### src/hw/rtl/mmt_pkg.sv
`timescale 1ns / 1ps
// ----------------------------------------------------------------------------
// mmt_pkg
// shared types and constants of the multiscale morphological transform
// ----------------------------------------------------------------------------
package mmt_pkg;

    localparam int HALF_WINDOW_DEF = 24;
    localparam int SAMPLE_W        = 16;
    localparam int OUT_W           = 17;
    localparam int NUM_W           = 18;
    localparam int MAG_W           = 17;

    localparam logic [OUT_W-1:0]    OUT_MAX       = 17'd65535;
    localparam logic [SAMPLE_W-1:0] INVALID_RESET = 16'h8000;

    typedef enum logic [2:0] {
        ST_IDLE,
        ST_SCAN,
        ST_PREP,
        ST_DIV,
        ST_OUT
    } state_t;

endpackage

### src/hw/rtl/multiscale_morphological_transform.sv
`timescale 1ns / 1ps
// ----------------------------------------------------------------------------
// multiscale_morphological_transform
// window max + min - 2 * centre over 2*HALF_WINDOW+1 samples, divided by HALF_WINDOW
// no input beat is taken while a result is being computed: in_stall stays high from
//   the beat that fills the window until its result is loaded into the output register
// the result comes from a one-entry-per-cycle scan of the window memory and a
//   reciprocal multiply
// while the window fills, an input beat is stored and gives no result
// reset: fill count and control cleared, invalid code -32768, window memory not cleared
// ----------------------------------------------------------------------------
module multiscale_morphological_transform #(
    parameter int HALF_WINDOW = mmt_pkg::HALF_WINDOW_DEF
) (
    input  logic                                clk,
    input  logic                                rst_n,
    input  logic                                cfg_wr_en,
    input  logic signed [mmt_pkg::SAMPLE_W-1:0] cfg_wr_data,
    input  logic                                in_valid,
    output logic                                in_stall,
    input  logic signed [mmt_pkg::SAMPLE_W-1:0] sample,
    output logic                                out_valid,
    input  logic                                out_stall,
    output logic signed [mmt_pkg::OUT_W-1:0]    transform_value,
    output logic                                no_valid_sample
);

    localparam int WIN_LEN = 2 * HALF_WINDOW + 1;
    localparam int AW      = $clog2(WIN_LEN);
    localparam int CW      = $clog2(WIN_LEN + 1);

    localparam int SW = mmt_pkg::SAMPLE_W;
    localparam int NW = mmt_pkg::NUM_W;
    localparam int MW = mmt_pkg::MAG_W;
    localparam int OW = mmt_pkg::OUT_W;

    // reciprocal of HALF_WINDOW, exact floor quotient for any MW-bit magnitude
    localparam int RL    = $clog2(HALF_WINDOW);
    localparam int RS    = MW + RL;
    localparam int RW    = MW + 2;
    localparam int PW    = MW + RS;
    localparam int RECIP = ((1 << RS) + HALF_WINDOW - 1) / HALF_WINDOW;

    localparam logic [RW-1:0] RECIP_M = RW'(RECIP);

    mmt_pkg::state_t state_reg, state_next;

    logic signed [SW-1:0] mem [WIN_LEN];

    logic [CW-1:0]        fill_reg;
    logic [AW-1:0]        wr_ptr_reg;
    logic [AW-1:0]        centre_addr_reg;
    logic [CW-1:0]        rd_cnt_reg;
    logic                 rd_vld_reg;
    logic                 rd_last_reg;
    logic                 rd_centre_reg;
    logic signed [SW-1:0] rd_data_reg;
    logic signed [SW-1:0] mx_reg;
    logic signed [SW-1:0] mn_reg;
    logic signed [SW-1:0] centre_reg;
    logic                 any_reg;
    logic                 neg_reg;
    logic [MW-1:0]        mag_reg;
    logic signed [SW-1:0] invalid_code_reg;
    logic                 out_valid_reg;
    logic signed [OW-1:0] out_value_reg;
    logic                 out_flag_reg;

    logic                 in_accept;
    logic                 scan_start;
    logic                 rd_issue;
    logic                 scan_done;
    logic                 div_done;
    logic                 out_load;

    logic [NW-1:0]        num;
    logic [NW-1:0]        num_abs;
    logic [PW-1:0]        prod;
    logic [OW-1:0]        sat_mag;
    logic [AW-1:0]        centre_addr;
    logic                 sample_ok;

    // next state
    always_comb
    begin
        state_next = state_reg;
        case (state_reg)
            mmt_pkg::ST_IDLE:
            begin
                if (scan_start)
                    state_next = mmt_pkg::ST_SCAN;
            end
            mmt_pkg::ST_SCAN:
            begin
                if (scan_done)
                    state_next = mmt_pkg::ST_PREP;
            end
            mmt_pkg::ST_PREP:
            begin
                state_next = any_reg ? mmt_pkg::ST_DIV : mmt_pkg::ST_OUT;
            end
            mmt_pkg::ST_DIV:
            begin
                if (div_done)
                    state_next = mmt_pkg::ST_OUT;
            end
            mmt_pkg::ST_OUT:
            begin
                if (out_load)
                    state_next = mmt_pkg::ST_IDLE;
            end
            default:
            begin
                state_next = mmt_pkg::ST_IDLE;
            end
        endcase
    end

    // control strobes
    always_comb
    begin
        in_stall   = 1'b1;
        in_accept  = 1'b0;
        scan_start = 1'b0;
        rd_issue   = 1'b0;
        div_done   = 1'b0;
        out_load   = 1'b0;
        case (state_reg)
            mmt_pkg::ST_IDLE:
            begin
                in_stall   = 1'b0;
                in_accept  = in_valid;
                scan_start = in_valid && (fill_reg >= CW'(WIN_LEN - 1));
            end
            mmt_pkg::ST_SCAN:
            begin
                rd_issue = (rd_cnt_reg < CW'(WIN_LEN));
            end
            mmt_pkg::ST_DIV:
            begin
                div_done = 1'b1;
            end
            mmt_pkg::ST_OUT:
            begin
                out_load = !out_valid_reg || !out_stall;
            end
            default:
            begin
                in_stall = 1'b1;
            end
        endcase
    end

    assign scan_done = rd_vld_reg && rd_last_reg;

    assign centre_addr = (wr_ptr_reg >= AW'(HALF_WINDOW))
                       ? wr_ptr_reg - AW'(HALF_WINDOW)
                       : wr_ptr_reg + AW'(WIN_LEN - HALF_WINDOW);

    assign sample_ok = (rd_data_reg != invalid_code_reg);

    assign num = {{2{mx_reg[SW-1]}}, mx_reg} + {{2{mn_reg[SW-1]}}, mn_reg}
               - {centre_reg[SW-1], centre_reg, 1'b0};
    assign num_abs = num[NW-1] ? (~num + NW'(1)) : num;

    assign prod = {{(PW - MW){1'b0}}, mag_reg} * {{(PW - RW){1'b0}}, RECIP_M};

    assign sat_mag = (mag_reg > mmt_pkg::OUT_MAX) ? mmt_pkg::OUT_MAX : mag_reg;

    // window memory
    always_ff @(posedge clk)
    begin
        if (in_accept)
            mem[wr_ptr_reg] <= sample;
        rd_data_reg <= mem[rd_cnt_reg[AW-1:0]];
    end

    // control registers
    always_ff @(posedge clk or negedge rst_n)
    begin
        if (!rst_n)
        begin
            state_reg        <= mmt_pkg::ST_IDLE;
            fill_reg         <= '0;
            wr_ptr_reg       <= '0;
            rd_cnt_reg       <= '0;
            rd_vld_reg       <= 1'b0;
            rd_last_reg      <= 1'b0;
            invalid_code_reg <= mmt_pkg::INVALID_RESET;
            out_valid_reg    <= 1'b0;
        end
        else
        begin
            state_reg <= state_next;

            if (cfg_wr_en)
                invalid_code_reg <= cfg_wr_data;

            if (in_accept)
            begin
                if (fill_reg < CW'(WIN_LEN))
                    fill_reg <= fill_reg + CW'(1);
                wr_ptr_reg <= (wr_ptr_reg == AW'(WIN_LEN - 1)) ? '0 : wr_ptr_reg + AW'(1);
            end

            if (scan_start)
                rd_cnt_reg <= '0;
            else if (rd_issue)
                rd_cnt_reg <= rd_cnt_reg + CW'(1);

            rd_vld_reg  <= rd_issue;
            rd_last_reg <= rd_issue && (rd_cnt_reg == CW'(WIN_LEN - 1));

            if (out_load)
                out_valid_reg <= 1'b1;
            else if (!out_stall)
                out_valid_reg <= 1'b0;
        end
    end

    // datapath
    always_ff @(posedge clk)
    begin
        if (scan_start)
        begin
            centre_addr_reg <= centre_addr;
            any_reg         <= 1'b0;
        end

        rd_centre_reg <= (rd_cnt_reg[AW-1:0] == centre_addr_reg);

        if (rd_vld_reg)
        begin
            if (rd_centre_reg)
                centre_reg <= rd_data_reg;
            if (sample_ok)
            begin
                any_reg <= 1'b1;
                if (!any_reg || (rd_data_reg > mx_reg))
                    mx_reg <= rd_data_reg;
                if (!any_reg || (rd_data_reg < mn_reg))
                    mn_reg <= rd_data_reg;
            end
        end

        if (state_reg == mmt_pkg::ST_PREP)
        begin
            if (any_reg)
            begin
                neg_reg <= num[NW-1];
                mag_reg <= num_abs[MW-1:0];
            end
            else
            begin
                neg_reg <= 1'b0;
                mag_reg <= '0;
            end
        end
        else if (state_reg == mmt_pkg::ST_DIV)
        begin
            mag_reg <= prod[RS +: MW];
        end

        if (out_load)
        begin
            out_value_reg <= neg_reg ? $signed(~sat_mag + OW'(1)) : $signed(sat_mag);
            out_flag_reg  <= !any_reg;
        end
    end

    assign out_valid       = out_valid_reg;
    assign transform_value = out_value_reg;
    assign no_valid_sample = out_flag_reg;

endmodule

### config.mk
export PLATFORM = sky130hd
export DESIGN_NAME = multiscale_morphological_transform
export DESIGN_NICKNAME = d
export VERILOG_FILES = /design/src/hw/rtl/mmt_pkg.sv /design/src/hw/rtl/multiscale_morphological_transform.sv
export SDC_FILE = /design/constraint.sdc
export NUM_CORES = 1
export LEC_CHECK = 0
export ABC_AREA = 0
export BUFFER_PORTS_ARGS = -buffer_cell sky130_fd_sc_hd__buf_2
export CAP_MARGIN = 10
export CORE_AREA = 2 2 258 260
export DETAILED_ROUTE_END_ITERATION = 12
export DIE_AREA = 0 0 260 262
export PLACE_DENSITY = 0.83
export SKIP_CTS_REPAIR_TIMING = 1
export SYNTH_ARGS = -nofsm -noshare
export SYNTH_HDL_FRONTEND = slang
export SYNTH_SLANG_ARGS = --single-unit
### constraint.sdc
create_clock -name clk -period 12.6 [get_ports clk]
set_input_delay 1.26 -clock clk [delete_from_list [all_inputs] [get_ports clk]]
set_output_delay 1.26 -clock clk [all_outputs]
set_load 0.02 [all_outputs]
== Word-level counts from Yosys, hierarchy flattened ==
Memory sizes are Yosys's and may differ from the RTL's. A register that Yosys moved wholly into a read port is not among the register bits.
Index checks and enable logic that the tools add are counted.

* Flip-flop bits (word level): 132
* Bits in writable memories: 784
* Output and inout port bits: 20
* Memories kept: 1

* Add/sub/neg operators: 9
* Multipliers: 1
* Magnitude comparators: 7
* Equality and inequality tests: 13
* Muxes and demuxes: 29
* Bitwise gates (word level): 2
* Reductions and logical operators: 17

{| class="wikitable"
|+ Memories
! name !! depth !! bits a word !! rd ports !! clocked after memory_dff !! wr ports !! line !! source
|-
| mem || 49 || 16 || 1 || 1 || 1 || multiscale_morphological_transform.sv:48 || <nowiki>logic signed [SW-1:0] mem [WIN_LEN];</nowiki>
|}

{| class="wikitable"
|+ Operators with widths
! kind !! number
|-
| $mux W17 || 6
|-
| $mul A17 B18 Y35 const B || 1
|-
| $add A17 B1 Y17 const B || 2
|-
| $not A17 Y17 || 2
|-
| $mux W6 || 4
|-
| $add A6 B1 Y6 const B || 3
|-
| $sub A17 B17 Y18 || 1
|-
| $add A16 B16 Y17 || 1
|-
| $gt A17 B16 Y1 const B || 1
|-
| $gt A16 B16 Y1 || 1
|-
| $lt A16 B16 Y1 || 1
|-
| $ne A16 B16 Y1 || 1
|-
| $mux W3 || 5
|-
| $pmux W3 S5 || 1
|-
| $mux W1 || 13
|-
| $eq A6 B6 Y1 const B || 2
|-
| $lt A6 B6 Y1 const B || 2
|-
| $ne A2 B2 Y1 const B || 4
|-
| $add A6 B5 Y6 const B || 1
|-
| $eq A3 B2 Y1 const B || 2
|-
| $eq A6 B6 Y1 || 1
|-
| $ge A6 B5 Y1 const B || 1
|-
| $ge A6 B6 Y1 const B || 1
|-
| $reduce_and A3 Y1 || 2
|-
| other kinds (11) || 19
|}

== Logic depth before layout (Yosys ltp) ==
Gate-level depths: netlist of run 1.

* Depth after elaboration: 7
* Gate-level depth with buffers: 21

== Worst setup path before layout of run 1 ==
Ideal clock, no wire load.

* Kind: register to register
* Start: register mag_reg[4]
* End: register mag_reg[11], data pin
* Arrival: 5554 ps
* Path slack: 6768 ps
* Cell stages (with the launch flop): 20
* Buffers on the path: 0
* Period minus slack after synthesis: 5832 ps
* Cells stage by stage: edfxtp_1 ha_1 fa_1 fa_1 inv_1 fa_1 inv_1 fa_1 inv_1 fa_1 inv_1 ha_1 a21oi_1 o21ai_0 a221o_1 a21o_1 a31oi_1 nor2_1 o311ai_0 o211ai_1

* Longest elaborated chain between the ends: 3

{| class="wikitable"
|+ Ends and longest elaborated chain
! item !! line !! source
|-
| start, declared || multiscale_morphological_transform.sv:63 || <nowiki>logic [MW-1:0] mag_reg;</nowiki>
|-
| start signal, assigned || multiscale_morphological_transform.sv:251 || <nowiki>mag_reg <= num_abs[MW-1:0];</nowiki>
|-
| start signal, assigned || multiscale_morphological_transform.sv:261 || <nowiki>mag_reg <= prod[RS +: MW];</nowiki>
|-
| $mul A17 B18 Y35 || multiscale_morphological_transform.sv:166 || <nowiki>assign prod = {{(PW - MW){1'b0}}, mag_reg} * {{(PW - RW){1'b0}}, RECIP_M};</nowiki>
|-
| $mux W17 || multiscale_morphological_transform.sv:259 || <nowiki>else if (state_reg == mmt_pkg::ST_DIV)</nowiki>
|-
| $mux W17 || multiscale_morphological_transform.sv:246 || <nowiki>if (state_reg == mmt_pkg::ST_PREP)</nowiki>
|}

No other way between the ends. The select of a mux whose other input is x is not followed.
A chain may end at the register's enable or synchronous reset.

== Worst setup path in the final report of run 1 ==
Same ends and word-level chain as after synthesis.

==> summary.md, run 1 <==
| Metric | Value |
|---|---|
| Peak supply drop | `228 uV` |
| Endpoint of the worst-slack reg-to-reg timing path | `mag_reg[11]` |
| Buffers on Ports | `between 50 and 60` |
| Max Root-Sink Buffers | `3` |
| Antenna violations before repair | `3` |
| Worst clock skew | `35.8 ps` |
| Fin area | `~0.047 mm^2` |
| Die Footprint | `0.0681 mm^2` |
| Number of warnings issued by yosys | `0` |
| Clock slew at the register clock pins of the worst setup and hold paths | `60 ps` |
| FFs w/ async S/R, synth | `4.29%` |
| Instance count of the mapped netlist | `2416` |
| Max capacitance violation total | `0` |
| Number of placed instances with taps included | `3315` |
| Total count of hold-check failures in the final report | `0` |
| Row count | `94` |
| Share of synthesized area occupied by flip-flops and latches | `64.6%` |
| Sum of net half-perimeters after detailed placement | `approximately 62000 um` |
| Startpoint-to-endpoint class of the critical path | `reg -> reg` |
| Routed WL | `106000 um` |
| Final net count | `2859` |
| Remaining max-slew budget at the tightest pin | `26.9%` |
| Largest register FFs | `approximately 800` |
| Starting density of the core | `65.5%` |
| Via count of the first global-routing pass | `between 20000 and 25000` |
| First-pass GRT wire length | `158000 um` |
| Routability cong. | `0.924` |
| Post-layout power | `10.0 mW` |
| Placed cell area | `0.0443 mm^2` |
| Number of different library cells in the post-synthesis netlist | `79` |
| CTS Buf Count | `90` |
| Beginning of the worst register-to-register path | `mag_reg[4]` |
| Synth top area cells | `edfxtp_1, mux4_2, ha_1` |
| Critical path capture point | `mag_reg[11]` |
| Root Buffer | `clkbuf_16` |
| Slack of the worst reg-to-reg path | `6190 ps` |
| Fin util | `72.3%` |
| Number of cells on the worst reg-to-reg path | `19` |
| Uppermost layer routed | `met5` |
| Via count normalized by instance count | `roughly 6.7` |
| Number of enable flip-flop cells after synthesis | `874` |
| Initial DRC count | `between 3000 and 4000` |
| WL/cell | `30.5 um` |
| Avg Cell Area, Syn | `17.7 um^2` |
| Post-route antenna net violation count | `0` |
| Routed vias | `approximately 23000` |
| Arrival time of data at the critical path endpoint | `just under 7000 ps` |
| Length of routed wiring on met1 | `36000 um` |
| Crit. End Element | `flop` |
| Number of sinks driven by the clock tree | `932` |
| Share of the clock period used by the worst path after layout | `50.9%` |
| Clock network latency to the later pin of the worst-skew pair | `660 ps` |
| Post-synth top flop | `edfxtp_1` |
| Max H-tree Level | `3` |
| Area occupied by registers | `0.0276 mm^2` |
| Total area of multi-input combinational cells | `roughly 0.014 mm^2` |
| Maximum achievable frequency | `between 150 and 200 MHz` |
| Setup repair after global routing missed its margin | `false` |
| Startpoint kind of the worst setup timing path | `flop` |
| Total negative setup slack | `0 ps` |
| Area fraction of the dominant cell type after synthesis | `61.4%` |
| PD cells | `212 mW/mm^2` |
| Leading area contributor after synthesis | `edfxtp_1` |
| Final setup vio count | `0` |
| Total of fill cells in the finished design | `3687` |
| Synthesis-to-layout area growth | `10.4%` |
| Met2 wire length | `approximately 55000 um` |
| Post-detailed-route DRC marker count | `0` |
| TritonCTS clock tree | `done` |
| Aggregate global-route resource usage | `32.3%` |
| Required time worst endpoint | `12960 ps` |
| Final std cells w/o fill | `3480` |
| Die Span Y | `about 260 um` |
| Post-route minimum period | `6410 ps` |
| Ports | `between 50 and 60` |
| Count of state elements after synthesis | `932` |
| Initial DRT Pass Iterations | `6` |
| Result of the run | `finished clean` |
| Synthesized area | `~0.043 mm^2` |
| Post-synthesis net count | `about 2700` |
| Total gr overflow | `0` |
| Pin count of the biggest net entering global routing | `175` |
| Max Transition Viols Final | `0` |
| Startpoint of the worst setup timing path | `mag_reg[4]` |
| Met3 routed WL | `around 9600 um` |
| Most frequent cell after synthesis | `edfxtp_1` |
| Area of the core | `0.0653 mm^2` |
| Floorplan die width | `roughly 260 um` |
| Slew at the pin closest to its max-slew limit | `approximately 1100 ps` |
| Fraction of final layout cells with drive strength greater than 1 | `20.5%` |
| Leak | `16.9 nW` |
| Min-delay worst type | `reg -> reg` |
| Most frequent cells after synthesis | `edfxtp_1, mux4_2, inv_1, ha_1, nor2_1` |
| Critical-path maximum fanout | `9` |
## routing by layer
metal / track usage (%) / vias to the layer above
li1: - / 9667
met1: 40.3 / 11939
met2: 55.4 / 1424
met3: 6.14 / 371
met4: 15.1 / 8
met5: 0.625 / -
## cells by family after synthesis
logic type / share of synthesized area [%]
flip-flops: 64.6
buffers and inverters: 2.86
AND/OR/NAND/NOR: 3.49
adder cells (fa/ha/maj): 9.90
multiplexers: 14.0
AO/OA/AOI/OAI: 3.74
XOR/XNOR: 1.41
## cell type report
cell class,count,area share [%]
multi-input cells,1161,29.5
diodes,1,0.00530
inverters,240,1.91
flip-flops and latches,932,58.5
clock buffers,118,5.15
well taps,864,2.29
repair buffers,118,1.61
clock inverters,46,1.03
## worst max-delay path, cell delays in order, from the launching register on
cell and delay (ps):
edfxtp_1 530, ha_1 400, fa_1 590, fa_1 640, inv_1 100, fa_1 490
inv_1 50, fa_1 530, inv_1 60, fa_1 530, inv_1 40, ha_1 320
a21oi_1 130, o21ai_0 110, a221o_1 370, a21o_1 220, a31oi_1 440, nor2_1 100
o311ai_0 350, o211ai_1 140
## how the worst min path moves through the flow
stage                       startpoint            to  slack, ps  cells after the start
final                     state_reg[2]  state_reg[0]        500                      1
after floorplan           state_reg[2]  state_reg[0]        470                      1
after global placement     fill_reg[5]   fill_reg[5]        500                      1
after global routing      state_reg[2]  state_reg[0]        530                      1
after detailed placement   fill_reg[5]   fill_reg[5]        510                      1
after CTS                 state_reg[2]  state_reg[0]        500                      1
## cell usage in the layout, fill, tap and decap left out, types with 29 or more instances in the layout
master,netlist,final
a21o_1,29,29
a21oi_1,50,50
buf_2,4,56
buf_4,1,61
clkbuf_16,0,92
dfrtp_1,39,35
edfxtp_1,874,874
fa_1,99,99
ha_1,180,180
inv_1,238,238
mux4_2,256,256
nand2_1,60,60
nor2_1,110,110
o21ai_0,35,35
xnor2_1,44,44
## where the power goes
group	switching, mW	leakage [nW]	internal, mW	total [mW]
registers	0.241	8.51	3.61	3.85
logic	1.97	7.00	1.51	3.48
clock network	1.18	1.41	1.51	2.69
## per-stage QoR
stage,hold WS [ps],worst slack (ps)
after floorplan,472,6770
after global placement,495,6250
after detailed placement,507,6200
after CTS,498,6190
after global routing,528,5850
final,502,6190
Power figures use the tool's default switching activity.
==> run 2: changes to the inputs <==
- CORE_AREA: 2 2 258 260 -> 2 2 277 279
- DIE_AREA: 0 0 260 262 -> 0 0 279 281
- PLACE_DENSITY: 0.83 -> 0.77
- clock period: 12.6 -> 5.76 ns (I/O delays scaled with it)
==> run 2 against run 1 <==
Effect of this change: hold slack got worse by 420 ps; utilization decreased by 8.5 points; count of clock-buffer cells in the layout rose by 5.
==> summary.md, run 2 (synthesis gave the netlist of run 1 again) <==
| Metric | Value |
|---|---|
| Pin count of the biggest net entering global routing | `72` |
| PD cells | `around 460 mW/mm^2` |
| Die Span Y | `281 um` |
| Max Root-Sink Buffers | `3` |
| Buffers on Ports | `56` |
| Master of the slowest instance on the critical path | `fa_2` |
| Total count of hold-check failures in the final report | `0` |
| Post-detailed-route DRC marker count | `0` |
| Leak | `17.3 nW` |
| Share of power burned in combinational logic | `34.6%` |
| Initial DRC count | `2542` |
| Aggregate global-route resource usage | `26.2%` |
| Critical-path maximum fanout | `4` |
| Sequence of cells on the critical path | `ha_4, inv_1, buf_4, fa_2, inv_2, fa_2, inv_1, fa_1, fa_1, fa_1, inv_1, ha_1, buf_4, nand4_1, inv_1, a311oi_2, o41ai_4, buf_4, a31o_2, o32ai_2` |
| Final setup vio count | `0` |
| Via count normalized by instance count | `6.26` |
| Slack of the worst reg-to-reg path | `70 ps` |
| Required time worst endpoint | `approximately 6200 ps` |
| Die Footprint | `0.0784 mm^2` |
| Internal power component | `14.8 mW` |
| Row count | `101` |
| Fraction of final layout cells with drive strength greater than 1 | `23.9%` |
| Max Transition Viols Final | `0` |
| Remaining max-slew budget at the tightest pin | `19.4%` |
| Maximum achievable frequency | `176 MHz` |
| Post-layout power | `~22 mW` |
| Crit. End Element | `flop` |
| Peak supply drop | `between 300 and 400 uV` |
| Min-delay worst type | `in -> async` |
| Max H-tree Level | `3` |
| Share of total power consumed by net switching | `33.4%` |
| Floorplan die width | `279 um` |
| Flop pwr share | `38.3%` |
| Clock network latency to the later pin of the worst-skew pair | `670 ps` |
| Total negative setup slack | `0 ps` |
| Area of the core | `0.0754 mm^2` |
| Post-route minimum period | `5690 ps` |
| Post-route antenna net violation count | `0` |
| Startpoint-to-endpoint class of the critical path | `reg -> reg` |
| Root Buffer | `clkbuf_16` |
| Routability cong. | `0.881` |
| Synthesis-to-layout area growth | `12.7%` |
| Startpoint of the worst setup timing path | `mag_reg[11]` |
| Max capacitance violation total | `0` |
| WL/cell | `between 20 and 30 um` |
| Result of the run | `finished clean` |
| Slew at the pin closest to its max-slew limit | `1200 ps` |
| Most frequent standard cell in the layout excluding fill and tap cells | `edfxtp_1` |
| Via count of the first global-routing pass | `24230` |
| Starting density of the core | `around 57%` |
| Part of the power in the clock network | `27.1%` |
| Routed WL | `99800 um` |
| Beginning of the worst register-to-register path | `mag_reg[11]` |
| Share of the clock period used by the worst path after layout | `between 90% and 100%` |
| Routed vias | `about 23000` |
| Number of sinks driven by the clock tree | `between 900 and 1000` |
| Most repeated library cell on the critical path | `inv_1` |
| Worst clock skew | `67.6 ps` |
| Clock slew at the register clock pins of the worst setup and hold paths | `about 60 ps` |
| CTS Buf Count | `just over 90` |
| Antenna cells | `0` |
| Final net count | `2916` |
| Antenna violations before repair | `3` |
| Arrival time of data at the critical path endpoint | `6110 ps` |
| Initial DRT Pass Iterations | `6` |
| First-pass GRT wire length | `roughly 150000 um` |
| Largest register FFs | `784` |
| Total gr overflow | `0` |
| Ports | `57` |
| TritonCTS clock tree | `done` |
| Delay of the slowest cell on the worst path | `between 500 and 600 ps` |
| Sum of net half-perimeters after detailed placement | `60400 um` |
| Most frequent cells in the layout | `edfxtp_1, mux4_2, inv_1, ha_1, buf_4` |
| Net switching power of the design | `between 7 and 8 mW` |
| Startpoint kind of the worst setup timing path | `flop` |
==> run 2: changes by cell type in the layout (fill, tap and decap cells not counted), moves of 4 or more <==
| cell | before | now |
|---|---|---|
| a21oi_2 | 0 | 4 |
| ha_4 | 0 | 8 |
| buf_12 | 1 | 5 |
| inv_2 | 0 | 4 |
| clkinv_1 | 19 | 15 |
| inv_1 | 238 | 234 |
| buf_4 | 61 | 112 |
| a21oi_1 | 50 | 46 |
| ha_1 | 180 | 170 |
==> run 2: through the flow <==
stage,setup slack [ps],hold WS (ps),instances,cell area (um^2),utilization [%]
2_1_floorplan,11.2,280,2416,42800,-
3_3_place_gp,-170,495,3476,44900,59.5
3_5_place_dp,-249,504,3476,44900,59.5
4_1_cts,-258,89.6,3647,47900,63.5
5_1_grt,-119,138,3656,48200,63.9
6_report,71.3,81.2,3656,48200,63.9
==> run 2: final cells by class <==
type                    instances  area (um^2)
multi-input cells            1161        14200
fillers                      4973        27300
inverters                     240          901
repair buffers                174         1230
well taps                     978         1220
clock inverters                48          536
clock buffers                 123         2520
flip-flops and latches        932        27600
==> run 2: worst paths after layout <==
path / end / cells past startpoint
max in group asynchronous: rd_cnt_reg[1] / 1
max: mag_reg[4] / 20
max reg2reg: mag_reg[4] / 20
min reg2reg: state_reg[0] / 1
min: invalid_code_reg[12] / 1
min in group clk: invalid_code_reg[7] / 2
==> run 2: critical path, delay by kind of cell, from the launching register on <==
family                   cells  cell delay [ps]
adder cells (fa/ha/maj)      7             3130
AO/OA/AOI/OAI                4             1050
buffers and inverters        8              740
flip-flops                   1              440
AND/OR/NAND/NOR              1              140
==> run 2: power by group through the flow <==
stage                     Sequential (mW)  Clock [mW]  Combinational (mW)
after global routing                 8.57        6.32                8.22
after global placement               8.62           0                7.37
after CTS                            8.52        6.08                7.64
after floorplan                      8.21           0                5.57
after detailed placement             8.64           0                7.52
final                                8.51        6.01                7.68
==> run 2: routing by layer <==
metal / wire length (um) / GRT usage (%) / vias to the layer above
met5: 23 / 0 / -
met3: 7820 / 4.49 / 226
met2: 51200 / 45.1 / 1074
met4: 3820 / 9.69 / 4
met1: 37000 / 33.8 / 11790
li1: - / - / 9783
